**config.mk**
```make
export PLATFORM = sky130hd
export DESIGN_NAME = smt_front
export DESIGN_NICKNAME = d
export VERILOG_FILES = /design/src/rtl/smt_pkg.sv /design/src/rtl/smt_front.sv
export SDC_FILE = /design/constraint.sdc
export NUM_CORES = 1
export LEC_CHECK = 0
export ABC_CLOCK_PERIOD_IN_PS = 5960
export CAP_MARGIN = 20
export CORE_UTILIZATION = 41
export CTS_CLUSTER_DIAMETER = 200
export DETAILED_ROUTE_END_ITERATION = 10
export DONT_BUFFER_PORTS = 1
export GPL_ROUTABILITY_DRIVEN = 0
export SKIP_CTS_REPAIR_TIMING = 1
export SYNTH_ARGS = -nofsm -noshare
export SYNTH_HDL_FRONTEND = slang
export SYNTH_SLANG_ARGS = --single-unit
```
**constraint.sdc**
```tcl
create_clock -name i_clk -period 5.96 [get_ports i_clk]
set_clock_uncertainty 0.2 [all_clocks]
set_input_delay 0.298 -clock i_clk [delete_from_list [all_inputs] [get_ports i_clk]]
set_output_delay 0.298 -clock i_clk [all_outputs]
set_load 0.02 [all_outputs]
```
**src/rtl/smt_pkg.sv**
```systemverilog
// smt_pkg: shared types and constants for the sorted membership table.
// No dependencies.
package smt_pkg;
    localparam logic [1:0] OP_ADMIT  = 2'd0;
    localparam logic [1:0] OP_REMOVE = 2'd1;
    localparam logic [1:0] OP_QUERY  = 2'd2;

    localparam logic [1:0] ST_OK     = 2'd0;
    localparam logic [1:0] ST_FULL   = 2'd1;
    localparam logic [1:0] ST_DUP    = 2'd2;
    localparam logic [1:0] ST_ABSENT = 2'd3;

    localparam logic [63:0] TICK_MULT  = 64'd2654435761;
    localparam logic [63:0] TOKEN_MASK = 64'h5350AA55A55A5350;
    localparam int          CNT_W      = 7;
    localparam logic [CNT_W-1:0] CAP_RESET = 7'd64;

    typedef struct packed {
        logic [1:0]  operation;
        logic [31:0] conn_id;
        logic [63:0] join_tick;
        logic [3:0]  leave_reason;
    } t_in_item;

    typedef struct packed {
        logic [1:0]  status;
        logic        is_member;
        logic        joined_event;
        logic        left_event;
        logic [31:0] event_id;
        logic [63:0] event_tick;
        logic [3:0]  event_reason;
        logic [63:0] leave_token;
        logic [6:0]  member_count;
    } t_out_item;
endpackage

```
**src/rtl/smt_front.sv**
```systemverilog
// smt_front: input acceptance and two-entry command queue.
// Depends on smt_pkg.
module smt_front (
    input  logic              i_clk,
    input  logic              i_rst_n,
    input  logic              i_valid,
    output logic              o_stall,
    input  smt_pkg::t_in_item i_item,
    output logic              o_valid,
    input  logic              i_take,
    output smt_pkg::t_in_item o_item
);
    smt_pkg::t_in_item r_q [2];
    logic              r_wp, r_rp;
    logic [1:0]        r_cnt;
    logic              w_push, w_pop;

    assign o_stall = (r_cnt == 2'd2);
    assign w_push  = i_valid && !o_stall;
    assign o_valid = (r_cnt != 2'd0);
    assign w_pop   = o_valid && i_take;
    assign o_item  = r_q[r_rp];

    always_ff @(posedge i_clk) begin
        if (w_push) r_q[r_wp] <= i_item;
        if (!i_rst_n) begin
            r_wp <= 1'b0; r_rp <= 1'b0; r_cnt <= 2'd0;
        end else begin
            if (w_push) r_wp <= ~r_wp;
            if (w_pop)  r_rp <= ~r_rp;
            r_cnt <= r_cnt + {1'b0, w_push} - {1'b0, w_pop};
        end
    end
endmodule

```
==> summary.md <==
| Metric | Value |
|---|---|
| Status | `complete, no violations` |
| Pint | `0.00310 W` |
| Syn nets | `about 450` |
| Tot GR Track Use | `12.6%` |
| Clock latency at the later pin of the worst-skew pair | `0.48 ns` |
| # clock sinks | `~210` |
| Fin util | `53.0%` |
| Worst vdd ir | `0.000293 V` |
| Number of warnings issued by yosys | `0` |
| CP Class | `flip-flop to output port` |
| Final hold violation count | `0` |
| Number of global-route vias before repair | `3,337` |
| Reg2reg end | `r_q[0][55]$_DFFE_PP_` |
| Setup ws final | `~2.6 ns` |
| CTS tree | `yes` |
| HP Class | `input pin to flip-flop` |
| Initial drt markers | `~170` |
| Dpl cell area | `0.00817 mm^2` |
| Fin area | `0.00998 mm^2` |
| Length of routed met3 wiring | `1.43 mm` |
| Number of remaining DRC errors | `0` |
| Initial core utilization | `between 40 and 50%` |
| Drt wl/cell | `between 15 and 20 um` |
| Cells after Synth | `roughly 340` |
| Synth Cell Area | `about 0.0079 mm^2` |
| Hold depth | `1` |
| Switching share of power | `approximately 28%` |
| Power Dens Cells | `roughly 430 mW/mm^2` |
| Worst slack at placement | `3.07 ns` |
| R2R Setup Slk | `approximately 3.3 ns` |
| Min cycle time layout | `3.31 ns` |
| Post-synthesis register bit count | `209` |
| Post-synth top cells | `204 x edfxtp_1, 80 x mux2_4, 22 x mux2_2, 8 x buf_6, 5 x dfxtp_1` |
| Minimum hold slack | `0.262 ns` |
| CP max FO | `52` |
| Via count | `3,544` |
| Flop pwr share | `45.4%` |
| First-pass GRT wire length | `18.9 mm` |
| Combinational power share | `23.6%` |
| Pre-Repair DR Iteration Count | `4` |
| Drt total wl | `13.9 mm` |
| CORE AREA | `0.0188 mm^2` |
| Fin Setup TNS | `0 ns` |
| MaxCap Viol Count | `0` |
| Post-synth ARST share | `0%` |
| Rows | `50` |
| Register area share after synthesis | `78.6%` |
| Pleak | `3.51 nW` |
| Root Buffer | `clkbuf_16` |
| Worst path arrival time | `2.81 ns` |
| RSZ-0062 raised after global routing | `no` |
| RR Startpoint | `r_cnt[0]$_SDFF_PN0_` |
| Reg2Reg Depth | `5` |
| DIE AREA | `around 0.020 mm^2` |
| Ports | `210` |
| Layout cells sized above 1 | `29.4%` |
| Final worst-path cycle share | `55.6%` |
| Maximum number of pins on one net before global-route repair | `80` |
| Clock buffer count from CTS | `22` |
| Clock power share | `31.0%` |
| Wire length on met2 | `6.79 mm` |
| Post-route ant nets | `0` |
| Met1 wire length | `5.31 mm` |
| Clk slew on worst S/H paths | `0.06 ns` |
| DIE WIDTH | `141 um` |
| DR vias/cell | `approximately 4.8` |
| Sw Pwr | `0.00121 W` |
| Synth top area share | `77.4%` |
| Top sig layer | `met4` |
| Critical Path Sink Type | `output port` |
| Startpoint type of the worst setup path | `flip-flop` |
| Hold Path Sink | `r_q[0][4]$_DFFE_PP_` |
| Slew @ Worst Pin | `0.964 ns` |
| Leading area contributor after synthesis | `edfxtp_1` |
| Fmax | `302 MHz` |
| Nets@finish | `573` |
| Post-synth EDFFs | `a little over 200` |
| Ys flop type | `edfxtp_1` |
| Yosys cell types | `19` |
| Max transition margin | `a little over a third` |
| Worst hold path startpoint | `i_item[4]` |
| Finish-stage setup viols | `0` |
| Average size of a mapped cell | `about 23 um^2` |
| GRT overflow | `0` |
| Die height | `between 100 and 150 um` |
| Fillers | `around 1,500` |
| Htree depth | `1` |
| Most common cell in the synthesized netlist | `edfxtp_1` |
| Initial antenna violation count | `2` |
| Layout area overhead | `26.0%` |
| Top cells by area, synth | `edfxtp_1 77%, mux2_4 15%, mux2_2 3.1%, dfxtp_1 1.3%, buf_6 1.1%` |
| Fin. max-slew vios | `0` |
| IO buf count | `0` |
| Max Buffers Root-to-Sink | `3` |
| Data required time of the worst path | `approximately 5.5 ns` |
-- critical path, stage by stage (launching register included) --
cell and delay, ns:
dfxtp_4 0.96, buf_4 0.81, mux2_2 0.48
-- kinds of logic after synthesis --
logic type	after synthesis	synth area share [%]
xor gates and xnor gates	3	0.332
AOI/OAI and AO/OA	1	0.0949
DFF	209	78.6
adders and majority gates	2	0.316
muxes	103	18.4
and+or+nand+nor	11	0.680
buffers and inverters	14	1.50
-- flip-flops by register name, summed over array words and instances (netlist names), named ones only --
register and cells:
r_cnt 2, r_wp 1, r_q 204, r_rp 1
-- per-stage QoR --
step	power (W)	cells
6_report	0.00431	741
5_1_grt	0.00447	741
4_1_cts	0.00429	633
2_1_floorplan	0.00284	343
3_3_place_gp	0.00293	595
3_5_place_dp	0.00295	595
-- layer usage --
layer  GRT usage [%]  vias to the layer above
li1                -                     1597
met1            12.1                     1768
met2            21.4                      154
met3            8.90                       25
met4            3.95                        0
met5               0                        -
-- power by group through the flow --
| stage | Sequential (W) | Combinational (W) | Clock (W) |
|---|---|---|---|
| CTS | 0.00197 | 0.000952 | 0.00137 |
| floorplan | 0.00194 | 0.000900 | 0 |
| global route | 0.00198 | 0.00107 | 0.00142 |
| global placement | 0.00199 | 0.000943 | 0 |
| finish | 0.00196 | 0.00101 | 0.00134 |
| detailed placement | 0.00200 | 0.000952 | 0 |
-- cell usage in the layout (no fill, tap or decap) --
| master | synthesis | layout |
|---|---|---|
| edfxtp_1 | 204 | 204 |
| dlygate4sd3_1 | 0 | 105 |
| mux2_4 | 80 | 80 |
| clkbuf_16 | 0 | 23 |
| mux2_2 | 22 | 22 |
| clkinv_1 | 0 | 4 |
| dfxtp_1 | 5 | 4 |
| inv_1 | 3 | 3 |
| nor2_1 | 4 | 3 |
| clkbuf_1 | 0 | 3 |
| clkbuf_8 | 0 | 3 |
| buf_4 | 1 | 3 |
| diode_2 | 0 | 2 |
| nand2b_1 | 2 | 2 |
| nand2_1 | 2 | 2 |
| xnor2_1 | 2 | 2 |
| ha_1 | 2 | 2 |
| clkinv_2 | 0 | 2 |
| bufinv_16 | 0 | 2 |
| o21a_1 | 1 | 1 |
| or2_2 | 1 | 1 |
| and3_4 | 0 | 1 |
| nor2_4 | 0 | 1 |
| and2_1 | 1 | 1 |
| mux2i_1 | 1 | 1 |
| xor2_1 | 1 | 1 |
| dfxtp_4 | 0 | 1 |
| inv_6 | 0 | 1 |
| buf_16 | 0 | 1 |
-- final cells by class --
| type | count | area (um^2) | share of cell area (%) |
|---|---|---|---|
| diodes | 2 | 5.00 | 0.0502 |
| clock buffers | 29 | 628 | 6.29 |
| clock inverters | 9 | 93.8 | 0.940 |
| inverters | 3 | 11.3 | 0.113 |
| multi-input cells | 120 | 1580 | 15.9 |
| flip-flops and latches | 209 | 6230 | 62.4 |
| well taps | 260 | 325 | 3.26 |
| repair buffers | 109 | 1100 | 11.0 |
-- how the worst max path moves through the flow --
stage                                     end  slack (ns)  depth (start not counted)
final                              o_item[20]        2.65                          2
after global routing                o_item[6]        2.49                          2
after CTS                         o_item[101]        2.57                          2
after detailed placement           o_item[20]        3.07                          2
after global placement             o_item[12]        3.11                          2
after floorplan           r_q[0][0]$_DFFE_PP_        0.37                          3
Power figures use the tool's default switching activity.
